===== config.mk =====
export PLATFORM = sky130hd
export DESIGN_NAME = cpu_io_registers_mul_div_irq
export DESIGN_NICKNAME = d
export VERILOG_FILES = /design/src/hdl/ciomd_pkg.sv /design/src/hdl/ciomd_ctrl.sv /design/src/hdl/ciomd_dp.sv /design/src/hdl/cpu_io_registers_mul_div_irq.sv
export VERILOG_INCLUDE_DIRS = /design/src /design/src/hdl
export SDC_FILE = /design/constraint.sdc
export NUM_CORES = 1
export LEC_CHECK = 0
export ABC_CLOCK_PERIOD_IN_PS = 4100
export BUFFER_PORTS_ARGS = -buffer_cell sky130_fd_sc_hd__buf_4
export CAP_MARGIN = 20
export CORE_ASPECT_RATIO = 1.4
export CORE_MARGIN = 4
export CORE_UTILIZATION = 40
export DETAILED_ROUTE_END_ITERATION = 7
export HOLD_SLACK_MARGIN = 0.03
export PLACE_DENSITY_LB_ADDON = 0.05
export RECOVER_POWER = 25
export SLEW_MARGIN = 20
export SYNTH_ARGS = -nofsm -noshare
export SYNTH_HDL_FRONTEND = slang
export SYNTH_HIERARCHICAL = 1
export SYNTH_SLANG_ARGS = --single-unit

===== constraint.sdc =====
create_clock -name clk -period 4.1 [get_ports clk]
set_clock_uncertainty 0.05 [all_clocks]
set_input_delay 0.41 -clock clk [delete_from_list [all_inputs] [get_ports clk]]
set_output_delay 0.41 -clock clk [all_outputs]
set_load 0.05 [all_outputs]

===== src/hdl/assert_macros.svh =====
// Assertion macros used by the top RTL file of the I/O register block.
`ifndef ASSERT_MACROS_SVH
`define ASSERT_MACROS_SVH

// Clocked property check, quiet while reset is asserted.
`define CIOMD_ASSERT(lbl, prop, msg) \
	lbl: assert property (@(posedge clk) disable iff (!arst_n) (prop)) else $error(msg);

// Condition that must never be seen at a clock edge outside reset.
`define CIOMD_NEVER(lbl, expr, msg) \
	`CIOMD_ASSERT(lbl, !(expr), msg)

`endif


===== src/hdl/ciomd_pkg.sv =====
// Shared types, codes and constants of the CPU I/O register block.
package ciomd_pkg;

	// Default line length in master cycles
	localparam int LINE_CYCLES_DEF = 1364;
	// H position advance per status read, and start of horizontal blank
	localparam int STATUS_STEP = 64;
	localparam int HBLANK_START = 1024;
	// One quotient bit per divider step
	localparam int DIV_STEPS = 16;
	localparam int DIV_CNT_W = $clog2(DIV_STEPS);

	// Reset values of the arithmetic and timer registers
	localparam logic [8:0]  TIMER_RST   = 9'h1ff;
	localparam logic [7:0]  MCAND_RST   = 8'hff;
	localparam logic [15:0] PROD_RST    = 16'hfe01;
	localparam logic [15:0] DIVIDND_RST = 16'hffff;
	localparam logic [15:0] QUOT_RST    = 16'h0101;

	// Command codes of an item
	typedef enum logic [1:0] {
		CMD_EVENT = 2'd0,
		CMD_READ  = 2'd1,
		CMD_WRITE = 2'd2,
		CMD_NONE  = 2'd3
	} cmd_code_t;

	// Register offsets from the block base
	typedef enum logic [4:0] {
		OFF_NMITIMEN = 5'h00,
		OFF_WRIO     = 5'h01,
		OFF_WRMPYA   = 5'h02,
		OFF_WRMPYB   = 5'h03,
		OFF_WRDIVL   = 5'h04,
		OFF_WRDIVH   = 5'h05,
		OFF_WRDIVB   = 5'h06,
		OFF_HTIMEL   = 5'h07,
		OFF_HTIMEH   = 5'h08,
		OFF_VTIMEL   = 5'h09,
		OFF_VTIMEH   = 5'h0a,
		OFF_MDMAEN   = 5'h0b,
		OFF_HDMAEN   = 5'h0c,
		OFF_RDNMI    = 5'h10,
		OFF_TIMEUP   = 5'h11,
		OFF_HVBJOY   = 5'h12,
		OFF_RDIO     = 5'h13,
		OFF_RDDIVL   = 5'h14,
		OFF_RDDIVH   = 5'h15,
		OFF_RDMPYL   = 5'h16,
		OFF_RDMPYH   = 5'h17,
		OFF_JOY1L    = 5'h18,
		OFF_JOY1H    = 5'h19,
		OFF_JOY2L    = 5'h1a,
		OFF_JOY2H    = 5'h1b
	} reg_off_t;

	// Controller to datapath commands
	typedef struct packed {
		logic accept;
		logic div_step;
		logic div_last;
	} dp_cmd_t;

	// Datapath to controller status
	typedef struct packed {
		logic div_req;
	} dp_status_t;

	// Full 16-bit bit reversal of a joypad word
	function automatic logic [15:0] rev16(input logic [15:0] v);
		logic [15:0] r;
		for (int i = 0; i < 16; i++) begin
			r[i] = v[15 - i];
		end
		return r;
	endfunction

endpackage


===== src/hdl/ciomd_ctrl.sv =====
// Controller: item handshake and sequencing of the iterative divider.
module ciomd_ctrl import ciomd_pkg::*; (
	input  logic       clk,
	input  logic       arst_n,
	input  logic       req_valid,
	output logic       req_ready,
	output logic       rsp_valid,
	input  logic       rsp_ready,
	input  dp_status_t status,
	output dp_cmd_t    cmd
);

	typedef enum logic [1:0] {
		S_IDLE,
		S_DIV,
		S_OUT
	} state_t;

	state_t               state_q;
	logic [DIV_CNT_W-1:0] cnt_q;
	logic                 req_ready_q;
	logic                 rsp_valid_q;
	logic                 accept;
	logic                 last_step;

	assign accept    = req_valid & req_ready_q;
	assign last_step = (state_q == S_DIV) && (cnt_q == DIV_CNT_W'(DIV_STEPS - 1));

	assign cmd.accept   = accept;
	assign cmd.div_step = (state_q == S_DIV);
	assign cmd.div_last = last_step;

	assign req_ready = req_ready_q;
	assign rsp_valid = rsp_valid_q;

	// State, step count and handshake flags
	always_ff @(posedge clk or negedge arst_n) begin
		if (!arst_n) begin
			state_q     <= S_IDLE;
			cnt_q       <= '0;
			req_ready_q <= 1'b1;
			rsp_valid_q <= 1'b0;
		end else begin
			case (state_q)
				S_IDLE: begin
					if (accept) begin
						req_ready_q <= 1'b0;
						cnt_q       <= '0;
						if (status.div_req) begin
							state_q <= S_DIV;
						end else begin
							state_q     <= S_OUT;
							rsp_valid_q <= 1'b1;
						end
					end
				end
				S_DIV: begin
					cnt_q <= cnt_q + 1'b1;
					if (last_step) begin
						state_q     <= S_OUT;
						rsp_valid_q <= 1'b1;
					end
				end
				S_OUT: begin
					if (rsp_ready) begin
						state_q     <= S_IDLE;
						rsp_valid_q <= 1'b0;
						req_ready_q <= 1'b1;
					end
				end
				default: begin
					state_q     <= S_IDLE;
					req_ready_q <= 1'b1;
					rsp_valid_q <= 1'b0;
				end
			endcase
		end
	end

endmodule


===== src/hdl/ciomd_dp.sv =====
// Datapath: register file, event flags, multiplier and restoring divider.
module ciomd_dp import ciomd_pkg::*; #(
	parameter int LINE_CYCLES = LINE_CYCLES_DEF
) (
	input  logic        clk,
	input  logic        arst_n,
	input  dp_cmd_t     cmd,
	output dp_status_t  status,
	input  logic [1:0]  req_cmd,
	input  logic [4:0]  reg_offset,
	input  logic [7:0]  write_data,
	input  logic        nmi_set,
	input  logic        irq_set,
	input  logic        force_nmi,
	input  logic        in_vblank,
	input  logic        autojoy_begin,
	input  logic        autojoy_end,
	input  logic [15:0] pad1_state,
	input  logic [15:0] pad2_state,
	output logic [7:0]  read_data,
	output logic        nmi_enable,
	output logic        hirq_enable,
	output logic        virq_enable,
	output logic [8:0]  h_timer,
	output logic [8:0]  v_timer,
	output logic        counter_latch_release,
	output logic        gdma_start,
	output logic        hdma_start,
	output logic [7:0]  dma_mask,
	output logic        irq_pending
);

	localparam int HPOS_W = $clog2(LINE_CYCLES);

	// Architectural state
	logic              nmi_flag_q, irq_flag_q, aj_en_q, aj_busy_q;
	logic              hirq_en_q, virq_en_q, nmi_en_q, latch_q;
	logic [8:0]        htimer_q, vtimer_q;
	logic [7:0]        mcand_q;
	logic [15:0]       prod_q, dividend_q, quot_q;
	logic [HPOS_W-1:0] hpos_q;

	// Result item registers
	logic [7:0] rdata_q, mask_q;
	logic       release_q, gdma_q, hdma_q;

	// Divider working registers
	logic [15:0] div_rem_q, div_quo_q;
	logic [7:0]  div_dsr_q;

	// Next values for an accepted item
	logic              nmi_n, irq_n, aj_en_n, aj_busy_n;
	logic              hirq_en_n, virq_en_n, nmi_en_n, latch_n;
	logic [8:0]        htimer_n, vtimer_n;
	logic [7:0]        mcand_n;
	logic [15:0]       prod_n, dividend_n;
	logic [HPOS_W-1:0] hpos_n;
	logic [7:0]        rdata_n, mask_n;
	logic              release_n, gdma_n, hdma_n;
	logic [HPOS_W:0]   hpos_sum;
	logic [HPOS_W-1:0] hpos_adv;
	logic [15:0]       pad1_rev, pad2_rev;
	logic              is_read, is_write;

	// Divider step
	logic [16:0] div_trial;
	logic        div_ge;
	logic [16:0] div_diff;
	logic [15:0] div_rem_n, div_quo_n;

	assign is_read  = (req_cmd == CMD_READ);
	assign is_write = (req_cmd == CMD_WRITE);
	assign status.div_req = is_write && (reg_offset == OFF_WRDIVB);

	assign pad1_rev = rev16(pad1_state);
	assign pad2_rev = rev16(pad2_state);

	// Status read moves the H position on, wrapping at the line length
	assign hpos_sum = {1'b0, hpos_q} + (HPOS_W+1)'(STATUS_STEP);
	assign hpos_adv = (hpos_sum >= (HPOS_W+1)'(LINE_CYCLES))
		? HPOS_W'(hpos_sum - (HPOS_W+1)'(LINE_CYCLES)) : HPOS_W'(hpos_sum);

	// Events first, then the read or write access
	always_comb begin
		nmi_n      = nmi_flag_q | nmi_set;
		irq_n      = irq_flag_q | irq_set;
		aj_busy_n  = (aj_busy_q | (autojoy_begin & aj_en_q)) & ~autojoy_end;
		aj_en_n    = aj_en_q;
		hirq_en_n  = hirq_en_q;
		virq_en_n  = virq_en_q;
		nmi_en_n   = nmi_en_q;
		latch_n    = latch_q;
		htimer_n   = htimer_q;
		vtimer_n   = vtimer_q;
		mcand_n    = mcand_q;
		prod_n     = prod_q;
		dividend_n = dividend_q;
		hpos_n     = hpos_q;
		rdata_n    = 8'h00;
		mask_n     = 8'h00;
		release_n  = 1'b0;
		gdma_n     = 1'b0;
		hdma_n     = 1'b0;
		if (is_read) begin
			case (reg_offset)
				OFF_RDNMI: begin
					rdata_n = {(nmi_n | force_nmi), 7'h02};
					nmi_n   = 1'b0;
				end
				OFF_TIMEUP: begin
					rdata_n = {irq_n, 7'h00};
					irq_n   = 1'b0;
				end
				OFF_HVBJOY: begin
					hpos_n  = hpos_adv;
					rdata_n = {in_vblank, (hpos_adv >= HPOS_W'(HBLANK_START)), 5'h00,
						aj_busy_n};
				end
				OFF_RDIO:  rdata_n = {latch_q, 7'h00};
				OFF_RDDIVL: rdata_n = quot_q[7:0];
				OFF_RDDIVH: rdata_n = quot_q[15:8];
				OFF_RDMPYL: rdata_n = prod_q[7:0];
				OFF_RDMPYH: rdata_n = prod_q[15:8];
				OFF_JOY1L:  rdata_n = pad1_rev[7:0];
				OFF_JOY1H:  rdata_n = pad1_rev[15:8];
				OFF_JOY2L:  rdata_n = pad2_rev[7:0];
				OFF_JOY2H:  rdata_n = pad2_rev[15:8];
				default:    rdata_n = 8'h00;
			endcase
		end else if (is_write) begin
			case (reg_offset)
				OFF_NMITIMEN: begin
					aj_en_n   = write_data[0];
					if (!write_data[0]) begin
						aj_busy_n = 1'b0;
					end
					hirq_en_n = write_data[4];
					virq_en_n = write_data[5];
					nmi_en_n  = write_data[7];
					if (!write_data[4] && !write_data[5]) begin
						irq_n = 1'b0;
					end
				end
				OFF_WRIO: begin
					release_n = latch_q & ~write_data[7];
					latch_n   = write_data[7];
				end
				OFF_WRMPYA: mcand_n = write_data;
				OFF_WRMPYB: prod_n = 16'(mcand_q) * 16'(write_data);
				OFF_WRDIVL: dividend_n = {dividend_q[15:8], write_data};
				OFF_WRDIVH: dividend_n = {write_data, dividend_q[7:0]};
				OFF_HTIMEL: htimer_n = {htimer_q[8], write_data};
				OFF_HTIMEH: htimer_n = {write_data[0], htimer_q[7:0]};
				OFF_VTIMEL: vtimer_n = {vtimer_q[8], write_data};
				OFF_VTIMEH: vtimer_n = {write_data[0], vtimer_q[7:0]};
				OFF_MDMAEN: begin
					gdma_n = 1'b1;
					mask_n = write_data;
				end
				OFF_HDMAEN: begin
					hdma_n = 1'b1;
					mask_n = write_data;
				end
				default: ;
			endcase
		end
	end

	// Restoring division, one quotient bit per step; a zero divisor
	// naturally yields all-ones quotient and remainder equal to dividend
	assign div_trial = {div_rem_q, div_quo_q[15]};
	assign div_ge    = (div_trial >= {9'h000, div_dsr_q});
	assign div_diff  = div_trial - {9'h000, div_dsr_q};
	assign div_rem_n = div_ge ? div_diff[15:0] : div_trial[15:0];
	assign div_quo_n = {div_quo_q[14:0], div_ge};

	// Architectural state update
	always_ff @(posedge clk or negedge arst_n) begin
		if (!arst_n) begin
			nmi_flag_q <= 1'b0;
			irq_flag_q <= 1'b0;
			aj_en_q    <= 1'b0;
			aj_busy_q  <= 1'b0;
			hirq_en_q  <= 1'b0;
			virq_en_q  <= 1'b0;
			nmi_en_q   <= 1'b0;
			latch_q    <= 1'b0;
			htimer_q   <= TIMER_RST;
			vtimer_q   <= TIMER_RST;
			mcand_q    <= MCAND_RST;
			prod_q     <= PROD_RST;
			dividend_q <= DIVIDND_RST;
			quot_q     <= QUOT_RST;
			hpos_q     <= '0;
		end else if (cmd.accept) begin
			nmi_flag_q <= nmi_n;
			irq_flag_q <= irq_n;
			aj_en_q    <= aj_en_n;
			aj_busy_q  <= aj_busy_n;
			hirq_en_q  <= hirq_en_n;
			virq_en_q  <= virq_en_n;
			nmi_en_q   <= nmi_en_n;
			latch_q    <= latch_n;
			htimer_q   <= htimer_n;
			vtimer_q   <= vtimer_n;
			mcand_q    <= mcand_n;
			prod_q     <= prod_n;
			dividend_q <= dividend_n;
			hpos_q     <= hpos_n;
		end else if (cmd.div_last) begin
			quot_q <= div_quo_n;
			prod_q <= div_rem_n;
		end
	end

	// Result item and divider operands
	always_ff @(posedge clk) begin
		if (cmd.accept) begin
			rdata_q   <= rdata_n;
			mask_q    <= mask_n;
			release_q <= release_n;
			gdma_q    <= gdma_n;
			hdma_q    <= hdma_n;
			div_rem_q <= '0;
			div_quo_q <= dividend_q;
			div_dsr_q <= write_data;
		end else if (cmd.div_step) begin
			div_rem_q <= div_rem_n;
			div_quo_q <= div_quo_n;
		end
	end

	assign read_data             = rdata_q;
	assign nmi_enable            = nmi_en_q;
	assign hirq_enable           = hirq_en_q;
	assign virq_enable           = virq_en_q;
	assign h_timer               = htimer_q;
	assign v_timer               = vtimer_q;
	assign counter_latch_release = release_q;
	assign gdma_start            = gdma_q;
	assign hdma_start            = hdma_q;
	assign dma_mask              = mask_q;
	assign irq_pending           = irq_flag_q;

endmodule


===== src/hdl/cpu_io_registers_mul_div_irq.sv =====
// CPU I/O register block at offsets 0x00-0x1F: interrupts, timers, mul/div.
//
// Request channel (req_valid/req_ready) carries one bus item: its event
// pulses (NMI, IRQ, auto-joypad begin/end) are applied first, then the
// optional register read or write given by cmd and reg_offset.
// Response channel (rsp_valid/rsp_ready) returns one result item per request:
// the read byte, the enables and timers, the DMA start pulses and IRQ flag.
// The result is registered and valid in the cycle after acceptance, or, for
// a divide write (offset 0x06), once its 16 quotient bits have come from a
// restoring divider that resolves one bit per cycle.
// One item is in flight at a time: the next request is taken only after the
// receiver takes the result with rsp_ready.
// While the receiver stalls the result stays on the ports unchanged and no new
// request is taken. The 8x8 multiply completes in the accept cycle.
// Asynchronous reset (arst_n low) returns the state registers to their power-up
// values (timers 0x1FF, product 0xFE01, dividend 0xFFFF, quotient 0x0101),
// does not reset the result item registers, and leaves the block ready for a request.
module cpu_io_registers_mul_div_irq import ciomd_pkg::*; #(
	parameter int LINE_CYCLES = LINE_CYCLES_DEF
) (
	input  logic        clk,
	input  logic        arst_n,
	input  logic        req_valid,
	output logic        req_ready,
	input  logic [1:0]  cmd,
	input  logic [4:0]  reg_offset,
	input  logic [7:0]  write_data,
	input  logic        nmi_set,
	input  logic        irq_set,
	input  logic        force_nmi,
	input  logic        in_vblank,
	input  logic        autojoy_begin,
	input  logic        autojoy_end,
	input  logic [15:0] pad1_state,
	input  logic [15:0] pad2_state,
	output logic        rsp_valid,
	input  logic        rsp_ready,
	output logic [7:0]  read_data,
	output logic        nmi_enable,
	output logic        hirq_enable,
	output logic        virq_enable,
	output logic [8:0]  h_timer,
	output logic [8:0]  v_timer,
	output logic        counter_latch_release,
	output logic        gdma_start,
	output logic        hdma_start,
	output logic [7:0]  dma_mask,
	output logic        irq_pending
);

`include "assert_macros.svh"

	dp_cmd_t    dp_cmd;
	dp_status_t dp_status;

	ciomd_ctrl u_ctrl (
		.clk       (clk),
		.arst_n    (arst_n),
		.req_valid (req_valid),
		.req_ready (req_ready),
		.rsp_valid (rsp_valid),
		.rsp_ready (rsp_ready),
		.status    (dp_status),
		.cmd       (dp_cmd)
	);

	ciomd_dp #(
		.LINE_CYCLES (LINE_CYCLES)
	) u_dp (
		.clk                   (clk),
		.arst_n                (arst_n),
		.cmd                   (dp_cmd),
		.status                (dp_status),
		.req_cmd               (cmd),
		.reg_offset            (reg_offset),
		.write_data            (write_data),
		.nmi_set               (nmi_set),
		.irq_set               (irq_set),
		.force_nmi             (force_nmi),
		.in_vblank             (in_vblank),
		.autojoy_begin         (autojoy_begin),
		.autojoy_end           (autojoy_end),
		.pad1_state            (pad1_state),
		.pad2_state            (pad2_state),
		.read_data             (read_data),
		.nmi_enable            (nmi_enable),
		.hirq_enable           (hirq_enable),
		.virq_enable           (virq_enable),
		.h_timer               (h_timer),
		.v_timer               (v_timer),
		.counter_latch_release (counter_latch_release),
		.gdma_start            (gdma_start),
		.hdma_start            (hdma_start),
		.dma_mask              (dma_mask),
		.irq_pending           (irq_pending)
	);

	// Checks on the controller and result fields
	`CIOMD_NEVER(a_ready_and_valid, req_ready && rsp_valid, "request taken while result pending")
	`CIOMD_ASSERT(a_one_in_flight, req_valid && req_ready |=> !req_ready, "second item taken")
	`CIOMD_NEVER(a_dma_both, rsp_valid && gdma_start && hdma_start, "both DMA starts in one item")
	`CIOMD_ASSERT(a_mask_idle, rsp_valid && !gdma_start && !hdma_start |-> dma_mask == 8'h00, "DMA mask without start")

endmodule

==> results of run 1 <==
[power groups by stage]
stage	combinational, mW	clock, mW	sequential (mW)
finish	1.06	1.56	1.80
CTS	1.07	1.59	1.80
floorplan	0.652	0	1.84
detailed placement	1.06	0	1.83
global placement	1.06	0	1.83
global route	1.16	1.66	1.81
[cells in the mapped netlist, types with 35 or more instances]
| cell | instances |
|---|---|
| a21oi_1 | 35 |
| and2_1 | 53 |
| dfrtp_1 | 46 |
| dfstp_2 | 53 |
| edfxtp_1 | 43 |
| fa_1 | 37 |
| ha_1 | 49 |
| inv_1 | 68 |
| mux2_2 | 40 |
| nand2_1 | 146 |
| nor2_1 | 56 |
| o21ai_0 | 55 |
[area by class of cell]
type | instances | area share (%)
multi-input cells | 728 | 45.26
flip-flops and latches | 158 | 34.65
repair buffers | 162 | 10.03
clock buffers | 22 | 3.704
well taps | 310 | 3.235
inverters | 69 | 2.160
clock inverters | 10 | 0.9599
[cells in the final DEF (no fill, tap or decap), types with 4 or more instances in the layout]
cell type and instances:
a21o_1 7, clkbuf_16 17, inv_1 67, xor2_1 9, nor3_1 16, nand3b_1 7
and3_1 7, a211oi_1 17, clkbuf_1 13, a21oi_1 33, a22oi_1 13, edfxtp_1 43
dfxtp_1 16, o211ai_1 5, fa_1 35, ha_1 43, a31oi_1 8, a22o_1 10
and2_1 47, dfstp_2 53, nor2_1 54, buf_4 152, nor2b_1 14, mux2_2 40
o31a_1 4, o21a_1 4, nand2_1 143, mux2i_1 9, xnor2_1 19, a221oi_1 11
and2_4 7, o21ai_0 50, nand2b_1 14, dfrtp_1 46, ha_4 5, nor3b_1 5
nand3_1 22, o22ai_1 6, o21ai_1 5
[critical path, cell delays in order, from the launching register on]
cell and delay [ns]:
dfstp_2 0.56, nand2_2 0.06, fa_1 0.51, fa_1 0.49, inv_1 0.05, fa_1 0.48
inv_1 0.05, fa_1 0.49, inv_2 0.05, ha_4 0.28, nand3_2 0.06, o211ai_1 0.29
nor2_2 0.11, nor2_2 0.13, mux2i_1 0.08, o31a_1 0.25, a211oi_2 0.16
[per-layer routing]
layer	part of all wire [%]	vias to the layer above	wire length, um	global-route usage [%]
met5	0	-	0	0
met4	2.5	0	765	6.679
met3	4.0	35	1221	3.853
met2	51	182	15350	39.54
met1	43	3844	12860	28.87
li1	-	3748	-	-
[worst paths after layout]
path | slack [ns] | depth (start not counted) | startpoint | to
hold / removal | 0.17 | 3 | rsp_ready | u_ctrl/req_ready
setup / recovery | -0.13 | 16 | u_dp/mcand_q[2] | u_dp/prod_q[12]
max in group asynchronous | 0.76 | 1 | arst_n | u_dp/irq_pending
setup reg to reg | -0.13 | 16 | u_dp/mcand_q[2] | u_dp/prod_q[12]
hold reg to reg | 0.41 | 2 | u_dp/quot_q[0] | u_dp/quot_q[0]
min in group asynchronous | 1.18 | 1 | arst_n | u_ctrl/cnt_q[2]
[cell families (layout without fill, tap and decap cells)]
logic type	after synthesis	after routing	synth area share, %
AOI/OAI and AO/OA	196	196	13.14
xor gates and xnor gates	30	30	2.671
adders and majority gates	86	86	13.76
buffers and inverters	110	263	4.363
DFF	158	158	42.24
muxes	49	49	5.495
and+or+nand+nor	367	367	18.33
[state kept, by name, summed over array words and instances (netlist names), 9 cells and up, named ones only]
| signal | flops |
|---|---|
| u_dp/div_quo_q | 16 |
| u_dp/div_rem_q | 16 |
| u_dp/dividend_q | 16 |
| u_dp/h_timer | 9 |
| u_dp/prod_q | 16 |
| u_dp/quot_q | 16 |
| u_dp/v_timer | 9 |
[stage by stage]
stage | setup slack, ns | total power [mW] | hold WS, ns
2_1_floorplan | 0.01212 | 2.494 | 0.06441
3_3_place_gp | -0.1658 | 2.888 | 0.3912
3_5_place_dp | -0.2609 | 2.886 | 0.3978
4_1_cts | -0.1953 | 4.458 | 0.05420
5_1_grt | -0.2961 | 4.628 | 0.1816
6_report | -0.1313 | 4.416 | 0.1709
[repair_timing]
item / CTS / global route
setup endpoints to repair: 7 / 9
resized for setup: 12 / 12
cloned: 0 / 0
pin swaps: 14 / 14
buffers inserted: 2 / 0
==> impl_results.md, run 1 <==
* Yosys top cell by area: dfstp_2
* Run status: finished with violations
* CP Class: flop to flop
* Setup TNS Final at -0.6030 ns
* PD cells at 368.2 nW/um^2
* RePlAce Congestion at 0.8345
* Synth-to-layout area growth at 21.90%
* Antenna violations before repair at 0
* Sw Share at 31.90%
* Post-synthesis cell area at 9837 sq um
* Die width at 140.5 um
* Die area at 27200 sq um
* Leading post-synthesis cells by cell area: dfstp_2 14%, edfxtp_1 13%, dfrtp_1 12%
* Clk buf depth at 2
* Core area at 24060 sq um
* CTS Hold Bufs at 0
* Max IR drop VDD at 300.8 uV
* Mapped Nets at 1139
* Share of flip-flops with an asynchronous set or reset at 62.66%
* Die H at 193.6 um
* Clock group share of total power at 35.2%
* Final ANT Viol Nets at 0
* Final instance area at 11990 sq um
* DRC at 0
* Row count at 67
* Gr usage total at 22.72%
* Initial core utilization at 40.89%
* 1st-iter DRT viols at 494
* Yosys top cell area share at 14.16%
* Non-filler cells, final at 1459
* Critical Path AT at 4.54 ns
* Crit Path Max Fanout at 5
* Share of layout cells above drive strength 1 at 27.85%
* Max Cap Viol at 1
* Clk sinks at 158
* Antenna Cells at 0
* Avg Inst Size Synth at 9.876 sq um
* Final count of hold timing violations at 0
* Max-slew violation count at 59
* Area of the multi-input gates at 5428 sq um
* DPL Wire Length at 23130 um
* Setup violators final at 7
* Vias in the first global route at 8135
* Post-synthesis cell type count at 69
* Comb power frac at 24.0%
* WL final at 30190 um
* NetSw at 1.409 mW
* Largest net degree at the start of global routing at 60
* Sequential Area at 4155 sq um
* Ys flop type: dfstp_2
* Seq pwr share at 40.8%
* Vias per cell at 5.352
* Via count at 7809
* Slew Limit Headroom at -144.7%
* Worst-Margin Slew at 3.671 ns
* H-Tree Depth at 4
* Wirelength per Cell at 20.69 um
* CP endpoint kind: flop
* Final Core Density at 49.84%
* Clock Tree Root: clkbuf_16
* Placed cell count at 1425
* RSZ-0062 raised after global routing: yes
* Register area share after synthesis at 42.24%
* Worst setup SP type: flop
* Drt first pass iters at 6
* Failing checks: max-capacitance violations, max-slew violations, negative setup slack
* Hold crit path type: input pin to flop
* TritonCTS buffer count at 17
* Post-synth EDFFs at 43
* Leakage power at 5.294 nW
* Tmin final at 4.231 ns
* First-pass GRT wire length at 47650 um
* CTS clock-pin slew for the worst setup and hold paths at 0.07 ns
* Worst setup margin at -0.1313 ns
* # IOs at 100
* Ys Warns at 6
* # nets final at 1279
* Yosys reg bits at 158
* Internal at 3.007 mW
* IO buf count at 99
* Final worst path period share at 103.2%
* Clock Latency Late Sink at 0.44 ns
* Grt total ovfl at 0
* Fmax at 0.2363 GHz
* Fill count at 2301
* CP required at 4.41 ns
* Gate count after technology mapping at 996
* CTS tree: done
* Placed cell areas at 11340 sq um
Note: power is estimated with default switching activity, not from simulation.
==> run 2: changes to the inputs <==
--- a/config.mk
+++ b/config.mk
@@ -14,6 +14,7 @@
 export CORE_UTILIZATION = 40
 export DETAILED_ROUTE_END_ITERATION = 7
 export HOLD_SLACK_MARGIN = 0.03
+export MAX_ROUTING_LAYER = met4
 export PLACE_DENSITY_LB_ADDON = 0.05
 export RECOVER_POWER = 25
 export SLEW_MARGIN = 20
==> run 2 against run 1 <==
- the flow still finishes with violations (max-capacitance violations, max-slew violations, negative setup slack)
- non-clock buffer count increased by 1
- first-iteration DRC count decreased by 4.3%
- final cell count about the same
- setup slack got worse by 0.060 ns
- core utilization increased by 0.17 points
- critical path type unchanged
- largest power group unchanged
- highest routed layer unchanged
==> impl_results.md, run 2 (same netlist as run 1, synthesis figures left out) <==
* Hold WS at 0.1860 ns (was 0.1709 ns)
* CP Class: flop to flop (unchanged)
* Die H at 193.6 um (unchanged)
* # IOs at 100 (unchanged)
* Comb power frac at 23.2% (was 24.0%)
* Placed cell areas at 11300 sq um (was 11340 sq um)
* Most common cell on crit path: fa_1 (unchanged)
* Pwr Total at 4.555 mW (was 4.416 mW)
* Grt total ovfl at 0 (unchanged)
* Core area at 24060 sq um (unchanged)
* Row count at 67 (unchanged)
* Largest net degree at the start of global routing at 67 (was 60)
* Worst setup margin at -0.1908 ns (was -0.1313 ns)
* Drt first pass iters at 6 (unchanged)
* Clk buf depth at 2 (unchanged)
* Final instance area at 12030 sq um (was 11990 sq um)
* Clock Tree Root: clkbuf_16 (unchanged)
* Delay-heaviest family, CP: adder cells (unchanged)
* NetSw at 1.465 mW (was 1.409 mW)
* CP required at 4.39 ns (was 4.41 ns)
* Critical path cell sequence: nand2_2 -> fa_1 -> fa_1 -> inv_1 -> fa_1 -> inv_1 -> fa_1 -> inv_2 -> ha_4 -> nand3_2 -> o211ai_1 -> nor2_2 -> o311ai_2 -> xnor2_1 -> a221oi_1 (was nand2_2 -> fa_1 -> fa_1 -> inv_1 -> fa_1 -> inv_1 -> fa_1 -> inv_2 -> ha_4 -> nand3_2 -> o211ai_1 -> nor2_2 -> nor2_2 -> mux2i_1 -> o31a_1 -> a211oi_2)
* Sw Share at 32.17% (was 31.90%)
* Run status: finished with violations (unchanged)
* H-Tree Depth at 4 (unchanged)
* Final count of hold timing violations at 0 (unchanged)
* Vias per cell at 5.328 (was 5.352)
* Tmin final at 4.291 ns (was 4.231 ns)
* 1st-iter DRT viols at 473 (was 494)
* Gr usage total at 22.94% (was 22.72%)
* Leakage power at 5.328 nW (was 5.294 nW)
* IO buf count at 99 (unchanged)
* # nets final at 1280 (was 1279)
* Crit Path Max Fanout at 4 (was 5)
* RSZ-0062 raised after global routing: yes (unchanged)
* Fill count at 2302 (was 2301)
* DRC at 0 (unchanged)
* Worst reg2reg path depth at 15 (was 16)
* Internal at 3.090 mW (was 3.007 mW)
* Vias in the first global route at 8003 (was 8135)
* CP endpoint kind: flop (unchanged)
* Slowest Stage Delay on Critical Path at 0.56 ns (about the same)
* Worst setup SP type: flop (unchanged)
* Clock group share of total power at 37.3% (was 35.2%)
* Clock Latency Late Sink at 0.44 ns (about the same)
* First-pass GRT wire length at 46790 um (was 47650 um)
* CTS clock-pin slew for the worst setup and hold paths at 0.07 ns (about the same)
* Crit path depth at 15 (was 16)
* RePlAce Congestion at 0.8277 (was 0.8345)
* Fmax at 0.2331 GHz (was 0.2363 GHz)
* Max Cap Viol at 1 (unchanged)
* Hold crit path type: input pin to flop (unchanged)
* Share of layout cells above drive strength 1 at 27.91% (was 27.85%)
* Final ANT Viol Nets at 0 (unchanged)
* Most frequent cells in the layout: 152 x buf_4, 142 x nand2_1, 66 x inv_1, 54 x nor2_1, 52 x dfstp_2 (was 152 x buf_4, 143 x nand2_1, 67 x inv_1, 54 x nor2_1, 53 x dfstp_2)
* Max-slew violation count at 47 (was 59)
* Critical Path AT at 4.58 ns (was 4.54 ns)
* Synth-to-layout area growth at 22.31% (was 21.90%)
* Die width at 140.5 um (unchanged)
* Final worst path period share at 104.7% (was 103.2%)
* Setup violators final at 8 (was 7)
* PD cells at 378.6 nW/um^2 (was 368.2 nW/um^2)
* Hold Path Stages at 3 (unchanged)
* Crit-path slowest cell: dfstp_2 (unchanged)
* Commonest non-fill, non-tap cell in the layout: buf_4 (unchanged)
* Antenna Cells at 0 (unchanged)
* Slew Limit Headroom at -81.71% (was -144.7%)
* Seq pwr share at 39.5% (was 40.8%)
* Worst-Margin Slew at 2.726 ns (was 3.671 ns)
* Via count at 7779 (was 7809)
* TritonCTS buffer count at 17 (unchanged)
* DPL Wire Length at 22990 um (was 23130 um)
* Wirelength per Cell at 20.47 um (was 20.69 um)
* Initial core utilization at 40.89% (unchanged)
* Die area at 27200 sq um (unchanged)
* Setup TNS Final at -0.9049 ns (was -0.6030 ns)
* CTS tree: done (unchanged)
* Max IR drop VDD at 302.8 uV (was 300.8 uV)
* Antenna violations before repair at 1 (was 0)
* Buf/Inv on CP at 3 (unchanged)
* Clk sinks at 158 (unchanged)
* WL final at 29880 um (was 30190 um)
* Failing checks: max-capacitance violations, max-slew violations, negative setup slack (unchanged)
==> run 2: cell types whose count changed in the layout (fill, tap and decap cells not counted), sizes merged <==
cell         delta
clkbuf          -3
buf             -2
dlygate4sd3     +1
clkinvlp        +2
bufinv          +1
clkinv          -2
inv             +4
==> run 2: repair_timing <==
action | 4_1_cts | 5_1_grt
resized for setup | 14 | 7
hold endpoints to repair | 24 | 0
hold buffers | 1 | 0
setup buffers | 5 | 2
pin swaps | 24 | 14
endpoints found under the setup margin | 8 | 9
==> run 2: power groups by stage <==
stage | logic (mW) | registers, mW | clock network, mW
6_report | 1.06 | 1.80 | 1.70
5_1_grt | 1.16 | 1.81 | 1.81
4_1_cts | 1.08 | 1.80 | 1.74
3_5_place_dp | 1.07 | 1.83 | 0
3_3_place_gp | 1.07 | 1.83 | 0
2_1_floorplan | 0.652 | 1.84 | 0
==> run 2: cell type report <==
type / instances / area [sq um] / share of cell area [%]
multi-input cells: 728 / 5406 / 44.94
flip-flops and latches: 158 / 4155 / 34.54
repair buffers: 163 / 1192 / 9.911
clock buffers: 17 / 425.4 / 3.536
well taps: 310 / 387.9 / 3.224
inverters: 69 / 259.0 / 2.153
clock inverters: 15 / 205.2 / 1.705
==> run 2: worst register-to-register path: cells and delay by family, from the launching register on <==
family / cells / cell delay [ns]
AO/OA/AOI/OAI: 3 / 0.84
XOR/XNOR: 1 / 0.10
adder cells (fa/ha/maj): 5 / 2.28
buffers and inverters: 3 / 0.15
flip-flops: 1 / 0.56
AND/OR/NAND/NOR: 3 / 0.23
==> run 2: path summary, 6_finish.rpt <==
| kind | from | end | slack (ns) |
|---|---|---|---|
| hold / removal | rsp_ready | u_ctrl/req_ready | 0.19 |
| setup reg to reg | u_dp/mcand_q[0] | u_dp/prod_q[14] | -0.19 |
| setup / recovery | u_dp/mcand_q[0] | u_dp/prod_q[14] | -0.19 |
| hold reg to reg | u_dp/quot_q[0] | u_dp/quot_q[0] | 0.41 |
| min in group asynchronous | arst_n | u_ctrl/cnt_q[2] | 1.33 |
| max in group asynchronous | arst_n | u_dp/nmi_enable | 0.54 |
==> run 2: through the flow <==
stage	std cells	util (%)	setup WS, ns
2_1_floorplan	996	-	0.01212
3_3_place_gp	1420	46.98	-0.1685
3_5_place_dp	1420	46.98	-0.2845
4_1_cts	1458	50.05	-0.2088
5_1_grt	1460	50.01	-0.3917
6_report	1460	50.01	-0.1908
==> run 2: layer usage <==
metal	global-route usage, %	wire length (um)	vias up
met5	-	0	-
met4	7.397	685	0
met3	4.001	1155	34
met2	38.53	15250	171
met1	28.04	12790	3834
li1	-	-	3740
